**src/hdl/irwc_pkg.sv**
```systemverilog
`timescale 1ns / 1ps

package irwc_pkg;

	localparam int MAX_SPAN_DEF    = 15;
	localparam int SAMPLE_BITS_DEF = 32;
	localparam int PADDR_W         = 4;
	localparam int PDATA_W         = 32;
	localparam int INDEX_W         = 16;

	localparam logic signed [31:0] MIN_STEP_RST    = 32'sd66;
	localparam logic signed [31:0] MAX_STEP_RST    = 32'sd655360;
	localparam logic [3:0]         LEFT_MARGIN_RST = 4'd0;
	localparam logic [3:0]         RIGHT_SPAN_RST  = 4'd1;

	typedef enum logic [1:0] {
		VERDICT_HOLD = 2'd0,
		VERDICT_FAIL = 2'd1,
		VERDICT_NA   = 2'd2
	} verdict_t;

	typedef enum logic [1:0] {
		REG_MIN_STEP    = 2'd0,
		REG_MAX_STEP    = 2'd1,
		REG_LEFT_MARGIN = 2'd2,
		REG_RIGHT_SPAN  = 2'd3
	} reg_idx_t;

	typedef struct packed {
		logic signed [31:0] min_step;
		logic signed [31:0] max_step;
		logic [3:0]         left_margin;
		logic [3:0]         right_span;
	} cfg_t;

	typedef struct packed {
		logic load;
		logic advance;
	} step_ctl_t;

endpackage

```
**src/hdl/irwc_if.sv**
```systemverilog
`timescale 1ns / 1ps

interface irwc_in_if #(parameter int SAMPLE_BITS = irwc_pkg::SAMPLE_BITS_DEF);
	logic                   valid;
	logic                   ready;
	logic [SAMPLE_BITS-1:0] sample;
	logic                   series_end;

	modport source (output valid, sample, series_end, input ready);
	modport sink (input valid, sample, series_end, output ready);
endinterface

interface irwc_out_if;
	logic        valid;
	logic        ready;
	logic [1:0]  verdict;
	logic [15:0] point_index;
	logic        last_of_run;

	modport source (output valid, verdict, point_index, last_of_run, input ready);
	modport sink (input valid, verdict, point_index, last_of_run, output ready);
endinterface

```
**src/hdl/irwc_ram.sv**
```systemverilog
`timescale 1ns / 1ps

module irwc_ram #(
	parameter int WIDTH = 32,
	parameter int DEPTH = 16
) (
	input  logic                     clk,
	input  logic                     we,
	input  logic [$clog2(DEPTH)-1:0] waddr,
	input  logic [WIDTH-1:0]         wdata,
	input  logic [$clog2(DEPTH)-1:0] raddr,
	output logic [WIDTH-1:0]         rdata
);

	logic [WIDTH-1:0] mem_q [DEPTH];
	logic [WIDTH-1:0] rdata_q;

	always_ff @(posedge clk) begin
		if (we) begin
			mem_q[waddr] <= wdata;
		end
		rdata_q <= mem_q[raddr];
	end

	assign rdata = rdata_q;

endmodule

```
**src/hdl/irwc_cfg.sv**
```systemverilog
`timescale 1ns / 1ps

module irwc_cfg (
	input  logic                          clk,
	input  logic                          arst_n,
	input  logic                          psel,
	input  logic                          penable,
	input  logic                          pwrite,
	input  logic [irwc_pkg::PADDR_W-1:0]  paddr,
	input  logic [irwc_pkg::PDATA_W-1:0]  pwdata,
	output logic [irwc_pkg::PDATA_W-1:0]  prdata,
	output logic                          pready,
	output irwc_pkg::cfg_t                cfg
);

	import irwc_pkg::*;

	cfg_t     cfg_q;
	reg_idx_t idx;
	logic     wr_en;

	assign idx    = reg_idx_t'(paddr[3:2]);
	assign pready = 1'b1;
	assign wr_en  = psel && penable && pwrite && pready;

	always_ff @(posedge clk or negedge arst_n) begin
		if (!arst_n) begin
			cfg_q.min_step    <= MIN_STEP_RST;
			cfg_q.max_step    <= MAX_STEP_RST;
			cfg_q.left_margin <= LEFT_MARGIN_RST;
			cfg_q.right_span  <= RIGHT_SPAN_RST;
		end else if (wr_en) begin
			unique case (idx)
				REG_MIN_STEP:    cfg_q.min_step    <= pwdata;
				REG_MAX_STEP:    cfg_q.max_step    <= pwdata;
				REG_LEFT_MARGIN: cfg_q.left_margin <= pwdata[3:0];
				REG_RIGHT_SPAN:  cfg_q.right_span  <= pwdata[3:0];
			endcase
		end
	end

	always_comb begin
		unique case (idx)
			REG_MIN_STEP:    prdata = cfg_q.min_step;
			REG_MAX_STEP:    prdata = cfg_q.max_step;
			REG_LEFT_MARGIN: prdata = {28'd0, cfg_q.left_margin};
			REG_RIGHT_SPAN:  prdata = {28'd0, cfg_q.right_span};
		endcase
	end

	assign cfg = cfg_q;

endmodule

```
**src/hdl/irwc_step.sv**
```systemverilog
`timescale 1ns / 1ps

module irwc_step #(
	parameter int SAMPLE_BITS = irwc_pkg::SAMPLE_BITS_DEF,
	parameter int MAX_SPAN    = irwc_pkg::MAX_SPAN_DEF
) (
	input  logic                   clk,
	input  irwc_pkg::step_ctl_t    ctl,
	input  irwc_pkg::cfg_t         cfg,
	input  logic [SAMPLE_BITS-1:0] rdata,
	output logic                   fail
);

	import irwc_pkg::*;

	localparam int JW = $clog2(MAX_SPAN + 1);
	localparam int TW = 32 + JW;
	localparam int DW = SAMPLE_BITS + 1;
	localparam int CW = (DW > TW) ? DW : TW;

	logic [SAMPLE_BITS-1:0] base_q;
	logic signed [CW-1:0]   lo_acc_q;
	logic signed [CW-1:0]   hi_acc_q;
	logic signed [CW-1:0]   x_ext;
	logic signed [CW-1:0]   b_ext;
	logic signed [CW-1:0]   lo_ext;
	logic signed [CW-1:0]   hi_ext;
	logic signed [CW-1:0]   diff;

	assign x_ext  = {{(CW-SAMPLE_BITS){rdata[SAMPLE_BITS-1]}}, rdata};
	assign b_ext  = {{(CW-SAMPLE_BITS){base_q[SAMPLE_BITS-1]}}, base_q};
	assign lo_ext = {{(CW-32){cfg.min_step[31]}}, cfg.min_step};
	assign hi_ext = {{(CW-32){cfg.max_step[31]}}, cfg.max_step};
	assign diff   = x_ext - b_ext;
	assign fail   = (diff < lo_acc_q) || (diff > hi_acc_q);

	// thresholds grow by one step per follower: acc = j * step
	always_ff @(posedge clk) begin
		if (ctl.load) begin
			base_q   <= rdata;
			lo_acc_q <= lo_ext;
			hi_acc_q <= hi_ext;
		end else if (ctl.advance) begin
			lo_acc_q <= lo_acc_q + lo_ext;
			hi_acc_q <= hi_acc_q + hi_ext;
		end
	end

endmodule

```
**src/hdl/increase_run_window_checker_unit.sv**
```systemverilog
`timescale 1ns / 1ps
// Channel   Dir  Handshake          Payload
// samples   in   valid/ready        sample, series_end
// results   out  valid/ready        verdict, point_index, last_of_run
// apb       in   psel/penable/pwrite paddr, pwdata -> prdata, pready=1
// Each sample is written into the window from S_IDLE; a judged point compares one
// follower per cycle through the shared step unit and window RAM port (a failing
// compare ends the point early); points flushed, below the margin or judged with
// a zero span skip the compares and go straight to S_EMIT.
// Reset (arst_n low) empties the window and zeroes the point index.
// A result waits in the output register; the sequencer stalls only when a
// second result is due before the first transaction is taken.

module increase_run_window_checker_unit #(
	parameter int MAX_SPAN    = irwc_pkg::MAX_SPAN_DEF,
	parameter int SAMPLE_BITS = irwc_pkg::SAMPLE_BITS_DEF
) (
	input  logic                         clk,
	input  logic                         arst_n,
	input  logic                         psel,
	input  logic                         penable,
	input  logic                         pwrite,
	input  logic [irwc_pkg::PADDR_W-1:0] paddr,
	input  logic [irwc_pkg::PDATA_W-1:0] pwdata,
	output logic [irwc_pkg::PDATA_W-1:0] prdata,
	output logic                         pready,
	irwc_in_if.sink                      samples,
	irwc_out_if.source                   results
);

	import irwc_pkg::*;

	localparam int DEPTH = MAX_SPAN + 1;
	localparam int AW    = $clog2(DEPTH);
	localparam int FW    = $clog2(MAX_SPAN + 2);

	typedef enum logic [2:0] {
		S_IDLE,
		S_CHECK,
		S_BASE,
		S_STEP,
		S_EMIT
	} state_t;

	state_t                 state_q;
	logic [AW-1:0]          head_q;
	logic [FW-1:0]          fill_q;
	logic [INDEX_W-1:0]     point_q;
	logic                   end_q;
	logic [AW-1:0]          j_q;
	verdict_t               verdict_q;
	logic                   out_valid_q;
	verdict_t               out_verdict_q;
	logic [INDEX_W-1:0]     out_index_q;
	logic                   out_last_q;

	cfg_t                   cfg;
	step_ctl_t              step_ctl;
	logic                   step_fail;
	logic [AW-1:0]          span;
	logic [AW-1:0]          fill_w;
	logic [AW-1:0]          rd_off;
	logic [AW-1:0]          rd_addr;
	logic [AW-1:0]          wr_addr;
	logic                   ram_we;
	logic [SAMPLE_BITS-1:0] ram_rdata;
	logic [FW-1:0]          remaining;
	logic                   last_res;
	logic                   emit_go;

	function automatic logic [AW-1:0] wrap_add(input logic [AW-1:0] a, input logic [AW-1:0] b);
		logic [AW:0] s;
		s = {1'b0, a} + {1'b0, b};
		if (s >= (AW+1)'(DEPTH)) begin
			s = s - (AW+1)'(DEPTH);
		end
		return s[AW-1:0];
	endfunction

	irwc_cfg u_cfg (
		.clk     (clk),
		.arst_n  (arst_n),
		.psel    (psel),
		.penable (penable),
		.pwrite  (pwrite),
		.paddr   (paddr),
		.pwdata  (pwdata),
		.prdata  (prdata),
		.pready  (pready),
		.cfg     (cfg)
	);

	irwc_ram #(
		.WIDTH (SAMPLE_BITS),
		.DEPTH (DEPTH)
	) u_window (
		.clk   (clk),
		.we    (ram_we),
		.waddr (wr_addr),
		.wdata (samples.sample),
		.raddr (rd_addr),
		.rdata (ram_rdata)
	);

	irwc_step #(
		.SAMPLE_BITS (SAMPLE_BITS),
		.MAX_SPAN    (MAX_SPAN)
	) u_step (
		.clk   (clk),
		.ctl   (step_ctl),
		.cfg   (cfg),
		.rdata (ram_rdata),
		.fail  (step_fail)
	);

	always_comb begin
		if (int'(cfg.right_span) > MAX_SPAN) begin
			span = AW'(MAX_SPAN);
		end else begin
			span = AW'(cfg.right_span);
		end
		if (fill_q > FW'(MAX_SPAN)) begin
			fill_w = AW'(MAX_SPAN);
		end else begin
			fill_w = AW'(fill_q);
		end
	end

	always_comb begin
		ram_we   = 1'b0;
		rd_off   = '0;
		step_ctl = '0;
		unique case (state_q)
			S_IDLE: ram_we = samples.valid;
			S_BASE: begin
				step_ctl.load = 1'b1;
				rd_off        = AW'(1);
			end
			S_STEP: begin
				if (!step_fail && j_q != span) begin
					step_ctl.advance = 1'b1;
					rd_off           = j_q + AW'(1);
				end
			end
			default: ;
		endcase
	end

	assign rd_addr   = wrap_add(head_q, rd_off);
	assign wr_addr   = wrap_add(head_q, fill_w);
	assign remaining = fill_q - FW'(1);
	assign last_res  = !(remaining > FW'(span)) && !(end_q && remaining != '0);
	assign emit_go   = (state_q == S_EMIT) && (!out_valid_q || results.ready);

	always_ff @(posedge clk or negedge arst_n) begin
		if (!arst_n) begin
			state_q       <= S_IDLE;
			head_q        <= '0;
			fill_q        <= '0;
			point_q       <= '0;
			end_q         <= 1'b0;
			j_q           <= '0;
			verdict_q     <= VERDICT_HOLD;
			out_valid_q   <= 1'b0;
			out_verdict_q <= VERDICT_HOLD;
			out_index_q   <= '0;
			out_last_q    <= 1'b0;
		end else begin
			if (emit_go) begin
				out_valid_q <= 1'b1;
			end else if (results.ready) begin
				out_valid_q <= 1'b0;
			end
			unique case (state_q)
				S_IDLE: begin
					if (samples.valid) begin
						fill_q  <= FW'(fill_w) + FW'(1);
						end_q   <= samples.series_end;
						state_q <= S_CHECK;
					end
				end
				S_CHECK: begin
					if (fill_q > FW'(span)) begin
						if (point_q < INDEX_W'(cfg.left_margin)) begin
							verdict_q <= VERDICT_NA;
							state_q   <= S_EMIT;
						end else if (span == '0) begin
							verdict_q <= VERDICT_HOLD;
							state_q   <= S_EMIT;
						end else begin
							state_q <= S_BASE;
						end
					end else if (end_q && fill_q != '0) begin
						verdict_q <= VERDICT_NA;
						state_q   <= S_EMIT;
					end else begin
						if (end_q) begin
							fill_q  <= '0;
							point_q <= '0;
						end
						state_q <= S_IDLE;
					end
				end
				S_BASE: begin
					j_q     <= AW'(1);
					state_q <= S_STEP;
				end
				S_STEP: begin
					if (step_fail) begin
						verdict_q <= VERDICT_FAIL;
						state_q   <= S_EMIT;
					end else if (j_q == span) begin
						verdict_q <= VERDICT_HOLD;
						state_q   <= S_EMIT;
					end else begin
						j_q <= j_q + AW'(1);
					end
				end
				S_EMIT: begin
					if (emit_go) begin
						out_verdict_q <= verdict_q;
						out_index_q   <= point_q;
						out_last_q    <= last_res;
						head_q        <= wrap_add(head_q, AW'(1));
						fill_q        <= remaining;
						point_q       <= point_q + INDEX_W'(1);
						state_q       <= S_CHECK;
					end
				end
				default: state_q <= S_IDLE;
			endcase
		end
	end

	assign samples.ready       = (state_q == S_IDLE);
	assign results.valid       = out_valid_q;
	assign results.verdict     = out_verdict_q;
	assign results.point_index = out_index_q;
	assign results.last_of_run = out_last_q;

endmodule

```
**src/flat_wrapper.sv**
```systemverilog
// flat-port wrapper written by rule: the top's interface ports become plain ports
module increase_run_window_checker_unit_flat import irwc_pkg::*;
#(
	parameter int MAX_SPAN    = irwc_pkg::MAX_SPAN_DEF,
	parameter int SAMPLE_BITS = irwc_pkg::SAMPLE_BITS_DEF
)
  (clk, arst_n, psel, penable, pwrite, paddr, pwdata, prdata, pready, samples_valid, samples_sample, samples_series_end, samples_ready, results_valid, results_verdict, results_point_index, results_last_of_run, results_ready);
  irwc_in_if #(.SAMPLE_BITS(SAMPLE_BITS)) samples_i ();
  irwc_out_if results_i ();
  input  logic clk;
  input  logic arst_n;
  input  logic psel;
  input  logic penable;
  input  logic pwrite;
  input  logic [irwc_pkg::PADDR_W-1:0] paddr;
  input  logic [irwc_pkg::PDATA_W-1:0] pwdata;
  output logic [irwc_pkg::PDATA_W-1:0] prdata;
  output logic pready;
  input wire logic [$bits(samples_i.valid)-1:0] samples_valid;
  input wire logic [$bits(samples_i.sample)-1:0] samples_sample;
  input wire logic [$bits(samples_i.series_end)-1:0] samples_series_end;
  output wire logic [$bits(samples_i.ready)-1:0] samples_ready;
  output wire logic [$bits(results_i.valid)-1:0] results_valid;
  output wire logic [$bits(results_i.verdict)-1:0] results_verdict;
  output wire logic [$bits(results_i.point_index)-1:0] results_point_index;
  output wire logic [$bits(results_i.last_of_run)-1:0] results_last_of_run;
  input wire logic [$bits(results_i.ready)-1:0] results_ready;
  assign samples_i.valid = samples_valid;
  assign samples_i.sample = samples_sample;
  assign samples_i.series_end = samples_series_end;
  assign samples_ready = samples_i.ready;
  assign results_valid = results_i.valid;
  assign results_verdict = results_i.verdict;
  assign results_point_index = results_i.point_index;
  assign results_last_of_run = results_i.last_of_run;
  assign results_i.ready = results_ready;
  increase_run_window_checker_unit #(.MAX_SPAN(MAX_SPAN), .SAMPLE_BITS(SAMPLE_BITS)) u_core (.clk(clk), .arst_n(arst_n), .psel(psel), .penable(penable), .pwrite(pwrite), .paddr(paddr), .pwdata(pwdata), .prdata(prdata), .pready(pready), .samples(samples_i), .results(results_i));
endmodule
```
**config.mk**
```make
export PLATFORM = sky130hd
export DESIGN_NAME = increase_run_window_checker_unit_flat
export DESIGN_NICKNAME = d
export VERILOG_FILES = /design/src/hdl/irwc_pkg.sv /design/src/hdl/irwc_if.sv /design/src/hdl/irwc_ram.sv /design/src/hdl/irwc_cfg.sv /design/src/hdl/irwc_step.sv /design/src/hdl/increase_run_window_checker_unit.sv /design/src/flat_wrapper.sv
export SDC_FILE = /design/constraint.sdc
export NUM_CORES = 1
export LEC_CHECK = 0
export BUFFER_PORTS_ARGS = -buffer_cell sky130_fd_sc_hd__buf_2
export CORE_AREA = 2 2 275 277
export CTS_CLUSTER_DIAMETER = 40
export DETAILED_ROUTE_END_ITERATION = 8
export DIE_AREA = 0 0 277 279
export GPL_ROUTABILITY_DRIVEN = 0
export PLACE_DENSITY = 0.67
export RECOVER_POWER = 100
export SLEW_MARGIN = 5
export SYNTH_ARGS = -nofsm -noshare
export SYNTH_HDL_FRONTEND = slang
export SYNTH_HIERARCHICAL = 1
export SYNTH_SLANG_ARGS = --single-unit
export TNS_END_PERCENT = 50
```
**constraint.sdc**
```tcl
create_clock -name clk -period 10.5 [get_ports clk]
set_input_delay 3.15 -clock clk [delete_from_list [all_inputs] [get_ports clk]]
set_output_delay 3.15 -clock clk [all_outputs]
set_load 0.01 [all_outputs]
```
==> results of run 1 <==
-- Yosys cell counts (49+ instances only) --
cell | n | area (um^2)
edfxtp_1 | 616 | 18500
nand2_1 | 222 | 833
ha_1 | 196 | 2450
inv_1 | 161 | 604
mux4_2 | 132 | 2970
a21oi_1 | 125 | 626
dfrtp_1 | 122 | 3050
o21ai_0 | 122 | 611
nor2_1 | 117 | 439
a21o_1 | 77 | 578
xnor2_1 | 69 | 604
a22oi_1 | 65 | 488
clkbuf_1 | 49 | 184
-- metal layers --
metal | routed length [um] | GRT usage | up-vias | part of all wire
li1 | - | - | 10800 | -
met1 | 37100 | 0.297 | 11800 | 0.43
met2 | 43100 | 0.387 | 754 | 0.49
met3 | 5080 | 0.0385 | 139 | 0.058
met4 | 1830 | 0.0658 | 8 | 0.021
met5 | 55 | 0 | - | 0.00063
-- through the flow --
| step | hold slack [ns] | instances | worst slack (ns) | total power [mW] | utilization |
|---|---|---|---|---|---|
| after CTS | 0.447 | 3959 | 1.66 | 13.8 | 0.586 |
| after global routing | 0.460 | 3960 | 0.655 | 14.6 | 0.580 |
| final | 0.440 | 3961 | 1.34 | 13.7 | 0.580 |
| after floorplan | 0.408 | 2723 | 3.26 | 8.47 | - |
| after global placement | 0.431 | 3753 | 1.84 | 9.80 | 0.534 |
| after detailed placement | 0.433 | 3753 | 1.70 | 10.0 | 0.534 |
-- cell type report --
| cell class | instances | area (um^2) |
|---|---|---|
| Tap cell | 969 | 1210 |
| Fill cell | 5752 | 31100 |
| Clock buffer | 136 | 2950 |
| Antenna cell | 2 | 5.00 |
| Sequential cell | 775 | 22300 |
| Multi-Input combinational cell | 1685 | 14200 |
| Inverter | 163 | 616 |
| Clock inverter | 70 | 902 |
| Timing Repair Buffer | 161 | 743 |
-- registers in the layout (all words and copies together), names as in the netlist --
name                        cells
u_core/end_q                    1
u_core/j_q                      4
u_core/results.point_index     16
u_core/results.valid            1
u_core/results.verdict          2
u_core/u_cfg/cfg               72
u_core/results.last_of_run      1
u_core/u_step/lo_acc_q         36
u_core/verdict_q                2
u_core/fill_q                   5
u_core/u_window/mem_q         512
u_core/u_step/hi_acc_q         36
u_core/point_q                 16
u_core/state_q                  3
u_core/u_window/rdata          32
u_core/u_step/base_q           32
u_core/head_q                   4
-- final timing paths --
check | startpoint | end | slack [ns] | cells after the start
setup / recovery | paddr[2] | prdata[28] | 1.34 | 5
hold / removal | u_core/u_window/rdata[14] | u_core/u_step/base_q[14] | 0.44 | 0
setup reg to reg | u_core/u_window/rdata[0] | u_core/u_window/rdata[0] | 1.39 | 36
hold reg to reg | u_core/u_window/rdata[14] | u_core/u_step/base_q[14] | 0.44 | 0
max in group asynchronous | arst_n | u_core/u_cfg/cfg[37] | 2.28 | 2
min in group asynchronous | arst_n | u_core/results.verdict[0] | 3.54 | 1
-- logic make-up after synthesis --
| group | count (synthesis) | synth area share |
|---|---|---|
| compound gates | 552 | 0.0962 |
| xor+xnor | 114 | 0.0265 |
| fa+ha+maj | 201 | 0.0677 |
| buf+inv | 263 | 0.0291 |
| flops | 775 | 0.592 |
| mux | 247 | 0.115 |
| other cells | 1 | 0.0000995 |
| simple gates | 570 | 0.0730 |
-- power groups by stage --
| stage | registers (mW) | clock network (mW) | logic [mW] |
|---|---|---|---|
| 2_1_floorplan | 4.29 | 0 | 4.18 |
| 3_5_place_dp | 4.44 | 0 | 5.57 |
| 4_1_cts | 4.39 | 3.84 | 5.61 |
| 3_3_place_gp | 4.41 | 0 | 5.39 |
| 6_report | 4.42 | 3.77 | 5.53 |
| 5_1_grt | 4.48 | 3.97 | 6.11 |
==> qor.csv, run 1 <==
metric;value;unit
status;complete, but fails checks;
violated checks;max-capacitance violations, max-slew violations;
clock tree buffer depth;3;
routed wire length;87100;um
Slew @ Worst Pin;3.64;ns
Final setup viols;0;
drc violations;0;
Crit. End Element;primary output;
Die ar.;77300;um^2
Slew HR;-1.42;
CP Max Fanout;29;
sum of buffers and inverters on the critical path;3;
Die Wd;277;um
GRT Resource Usage Total;0.226;
Cell Rows;100;
Post-DRT Antenna Nets;0;
first-pass GRT wire length;136000;um
WL per Instance;22.0;um
Distinct cells, synth;93;
HPWL Detailed;54400;um
Async SR Flop Fraction;0.164;
#FFs+latches synth;775;
Max-Cap Viols;27;
share of layout cells above drive strength 1;0.153;
fin crit period;9.16;ns
Comb power frac;0.403;
Worst-path clk slew;0.05;ns
CTS tree;yes;
Pre-Repair DR Iteration Count;6;
sw frac;0.361;
total negative slack;0;ns
Hold Crit Class;flip-flop to flip-flop;
Post-synth EDFFs;616;
die height;279;um
global route total overflow;0;
# Post-CTS Setup Buffers;0;
Iter 0 DRT Violations;1755;
Skew-Pair Late Insertion Delay;0.68;ns
RSZ-0062 raised after global routing;false;
CP Data Required Time;7.35;ns
Flop pwr share;0.322;
largest net degree at the start of global routing;70;
IO Count;130;
root buf cell;clkbuf_16;
worst stage delay on the critical path;1.70;ns
initial antenna violation count;6;
critical path class;input port to primary output;
vias in the first global route;24000;
delay-heaviest family, CP;buffers and inverters;
Critical-path top delay cell;clkbuf_1;
CP Launch Type;input port;
Top FF cell, synth;edfxtp_1;
peak supply drop;165;uV
Nets;3172;
clock share of power;0.275;
Vias/cell;5.91;
DR vias;23400;
area delta synth->final;14.0;%
power per cell area;319;nW/um^2
Syn Nets;3000;
final worst-path cycle share;0.872;
Starting Density;0.509;
CP dominant cell by count;clkbuf_1;
dpl cell area;39500;um^2
final instance area;43000;um^2
Leak;16.3;nW
commonest non-fill, non-tap cells in the layout;616 x edfxtp_1, 222 x nand2_1, 195 x ha_1;
hold buffer count at cts;0;
Max Slew Vio Count;1008;
CTS-repair resized insts;0;
Power Internal;8.77;mW
fmax;0.109;GHz
sequential element share of the synthesized area;0.592;
Synth Cell Area;37700;um^2
TritonCTS Sinks;775;
CP cell instances;clkbuf_1, clkbuf_1, mux2i_1, nor2_1, clkbuf_1;
Syn. warnings;6;
Avg Inst Size Synth;13.8;um^2
number of port buffers;126;
Core ar.;74100;um^2
P_sw;4.95;mW
Num CTS Buffers;109;
clk_skew;0.0407;ns
most common cell after layout, fill and taps aside;edfxtp_1;
final hold vios;0;
CTS H-tree lvls;3;
Synth Instances;2723;
Crit path arrival time;6.01;ns
(Power assumes the default switching activity.)
==> run 2: changes to the inputs <==
CORE_AREA = 2 2 274 276   (was 2 2 275 277)
DIE_AREA = 0 0 276 278   (was 0 0 277 279)
SYNTH_HIERARCHICAL = unset   (was 1)
clock period = 8.9 ns   (was 10.5 ns; I/O delays follow)
==> run 2 against run 1 <==
The run ends with design-rule violations, max-capacitance violations, max-slew violations left. Sequential power increased by 17%. Synthesized cell count down 2.4%. Critical path depth is 22 higher. First-iteration DRC count grew 11%. Largest power group unchanged.
==> qor.csv, run 2 <==
metric;value;unit;change
status;complete, but fails checks;;unchanged
violated checks;design-rule violations, max-capacitance violations, max-slew violations;;was max-capacitance violations, max-slew violations
Pre-Repair DR Iteration Count;8;;was 6
DR vias;22800;;was 23400
GRT Resource Usage Total;0.223;;was 0.226
#FFs+latches synth;775;;unchanged
Avg Inst Size Synth;14.0;um^2;was 13.8 um^2
routed wire length;84700;um;was 87100 um
Cell Rows;100;;unchanged
hold buffer count at cts;0;;unchanged
Post-synth EDFFs;616;;unchanged
Top FF cell, synth;edfxtp_1;;unchanged
first-pass GRT wire length;133000;um;was 136000 um
cell with the most instances after synthesis;edfxtp_1;;unchanged
P_sw;5.89;mW;was 4.95 mW
Crit. End Element;flip-flop;;was primary output
Pwr Total;16.2;mW;was 13.7 mW
commonest non-fill, non-tap cells in the layout;616 x edfxtp_1, 196 x ha_1, 182 x nand2_1;;was 616 x edfxtp_1, 222 x nand2_1, 195 x ha_1
# Post-CTS Setup Buffers;0;;unchanged
Max-Cap Viols;25;;was 27
Syn. warnings;0;;was 6
CTS-repair resized insts;0;;unchanged
IO Count;130;;unchanged
dominant cells by area after synthesis;edfxtp_1 50%, dfrtp_1 8.2%, mux4_2 8.0%;;was edfxtp_1 49%, dfrtp_1 8.1%, mux4_2 7.9%
total negative slack;0;ns;unchanged
Skew-Pair Late Insertion Delay;0.68;ns;about the same
root buf cell;clkbuf_16;;unchanged
Max Slew Vio Count;945;;was 1008
Die ar.;76700;um^2;was 77300 um^2
Iter 0 DRT Violations;1953;;was 1755
clock share of power;0.261;;was 0.275
clk_skew;0.0564;ns;was 0.0407 ns
WL per Instance;21.7;um;was 22.0 um
final worst-path cycle share;0.926;;
clock tree buffer depth;3;;unchanged
Hold Crit Class;flip-flop to flip-flop;;unchanged
Worst-path clk slew;0.06;ns;was 0.05 ns
number of port buffers;126;;unchanged
Vias/cell;5.83;;was 5.91
Slew HR;-1.32;;was -1.42
area delta synth->final;14.6;%;was 14.0%
Flop pwr share;0.317;;was 0.322
Largest register FFs;512;;unchanged
final hold vios;0;;unchanged
Async SR Flop Fraction;0.164;;unchanged
power per cell area;379;nW/um^2;was 319 nW/um^2
Num CTS Buffers;106;;was 109
CP Launch Type;flip-flop;;was input port
Final setup viols;0;;unchanged
TritonCTS Sinks;775;;unchanged
Nets;3125;;was 3172
Synth Instances;2659;;was 2723
Leak;16.4;nW;was 16.3 nW
critical path class;flip-flop to flip-flop;;was input port to primary output
Synth Cell Area;37300;um^2;was 37700 um^2
Slew @ Worst Pin;3.48;ns;was 3.64 ns
peak supply drop;229;uV;was 165 uV
Syn Nets;2937;;was 3000
fmax;0.121;GHz;
largest net degree at the start of global routing;68;;was 70
most frequent cells after synthesis;616 x edfxtp_1, 197 x ha_1, 182 x nand2_1, 150 x nor2_1, 148 x inv_1;;was 616 x edfxtp_1, 222 x nand2_1, 196 x ha_1, 161 x inv_1, 132 x mux4_2
drc violations;8;;was 0
sw frac;0.363;;was 0.361
Core ar.;73800;um^2;was 74100 um^2
Comb power frac;0.422;;was 0.403
CP Max Fanout;15;;was 29
most common cell after layout, fill and taps aside;edfxtp_1;;unchanged
Power Internal;10.3;mW;was 8.77 mW
share of the synthesized area in the top cell type;0.495;;was 0.491
die height;278;um;was 279 um
Post-DRT Antenna Nets;0;;unchanged
CTS tree;yes;;unchanged
RSZ-0062 raised after global routing;false;;unchanged
share of layout cells above drive strength 1;0.163;;was 0.153
CTS H-tree lvls;3;;unchanged
CP Data Required Time;9.44;ns;was 7.35 ns
Die Wd;276;um;was 277 um
fin crit period;8.24;ns;
vias in the first global route;23400;;was 24000
Top reg by flops;u_core.u_window.mem_q;;was u_core/u_window/mem_q
sequential element share of the synthesized area;0.598;;was 0.592
Distinct cells, synth;85;;was 93
Crit path arrival time;8.78;ns;was 6.01 ns
global route total overflow;0;;unchanged
initial antenna violation count;7;;was 6
Starting Density;0.506;;was 0.509
HPWL Detailed;52700;um;was 54400 um
post-synth top area cell;edfxtp_1;;unchanged
run 2: changes by cell type in the layout (fill, tap and decap cells not counted), sizes merged, moves of 8 or more:
cell / previous run / this run
mux2: 80 / 69
nand2: 222 / 182
nor2: 119 / 150
o211ai: 12 / 4
a21oi: 125 / 149
o21bai: 24 / 14
inv: 178 / 165
mux2i: 35 / 126
nand4: 37 / 26
nand2b: 18 / 27
a22oi: 65 / 1
run 2: area by class of cell:
cell class	instances	area, um^2
well taps	969	1210
clock inverters	65	741
flip-flops and latches	775	22300
diodes	1	2.50
inverters	148	557
repair buffers	163	790
multi-input cells	1653	14300
fillers	5724	31000
clock buffers	133	2910
run 2: final timing paths:
check	startpoint	end	depth (start not counted)	slack [ns]
setup / recovery	u_core.u_step.base_q[0]	u_core.u_window.rdata[13]	27	0.66
hold / removal	u_core.u_window.rdata[0]	u_core.u_step.base_q[0]	0	0.44
setup reg to reg	u_core.u_step.base_q[0]	u_core.u_window.rdata[13]	27	0.66
hold reg to reg	u_core.u_window.rdata[0]	u_core.u_step.base_q[0]	0	0.44
max in group asynchronous	arst_n	u_core.u_cfg.cfg[70]	2	2.54
min in group asynchronous	arst_n	u_core.results.point_index[11]	1	3.20
run 2: cell families (layout without fill, tap and decap cells):
| kind of cell | count (synthesis) | count (layout) | synth area share |
|---|---|---|---|
| XOR/XNOR | 113 | 113 | 0.0270 |
| AO/OA/AOI/OAI | 474 | 474 | 0.0801 |
| flip-flops | 775 | 775 | 0.598 |
| AND/OR/NAND/NOR | 536 | 536 | 0.0672 |
| other | 1 | 2 | 0.000100 |
| buffers and inverters | 231 | 509 | 0.0247 |
| multiplexers | 327 | 327 | 0.135 |
| adder cells (fa/ha/maj) | 202 | 202 | 0.0687 |
run 2: power by group through the flow:
stage | Combinational [mW] | Sequential (mW) | Clock (mW)
floorplan | 5.15 | 5.02 | 0
global placement | 6.65 | 5.14 | 0
detailed placement | 6.88 | 5.18 | 0
CTS | 6.93 | 5.12 | 4.31
global route | 7.59 | 5.21 | 4.46
finish | 6.85 | 5.15 | 4.23
run 2: stage by stage:
stage / std cells / setup slack [ns] / utilization / hold slack [ns] / cell area [um^2]
after floorplan: 2659 / 1.98 / - / 0.408 / 37300
after global placement: 3708 / 0.800 / 0.533 / 0.425 / 39300
after detailed placement: 3708 / 0.742 / 0.533 / 0.430 / 39300
after CTS: 3906 / 0.759 / 0.582 / 0.446 / 43000
after global routing: 3907 / 0.147 / 0.580 / 0.460 / 42800
final: 3907 / 0.661 / 0.580 / 0.443 / 42800
run 2: critical path, cell delays in order, from the launching register on:
cell	delay, ns
edfxtp_1	0.37
ha_1	0.24
fa_1	0.41
nor2b_1	0.15
o2111ai_1	0.15
a31o_2	0.27
a21boi_0	0.31
a31oi_1	0.25
o21ai_1	0.30
o211ai_1	0.18
a21oi_1	0.24
a21oi_1	0.29
ha_1	0.48
nand4_1	0.16
nor2_1	0.12
nand4_1	0.22
or2_0	0.29
o31a_1	0.32
mux2i_4	0.32
nand4b_1	0.30
nor2_1	0.34
ha_1	0.29
a21o_1	0.16
a21oi_1	0.18
xnor2_1	0.16
xnor2_4	0.84
buf_4	0.47
mux2i_1	0.29
run 2: layer usage:
layer / up-vias / part of all wire / GRT usage
met5: - / 0.00093 / 0
met4: 12 / 0.025 / 0.0618
met3: 155 / 0.054 / 0.0378
met2: 660 / 0.50 / 0.385
met1: 11400 / 0.42 / 0.291
li1: 10500 / - / -
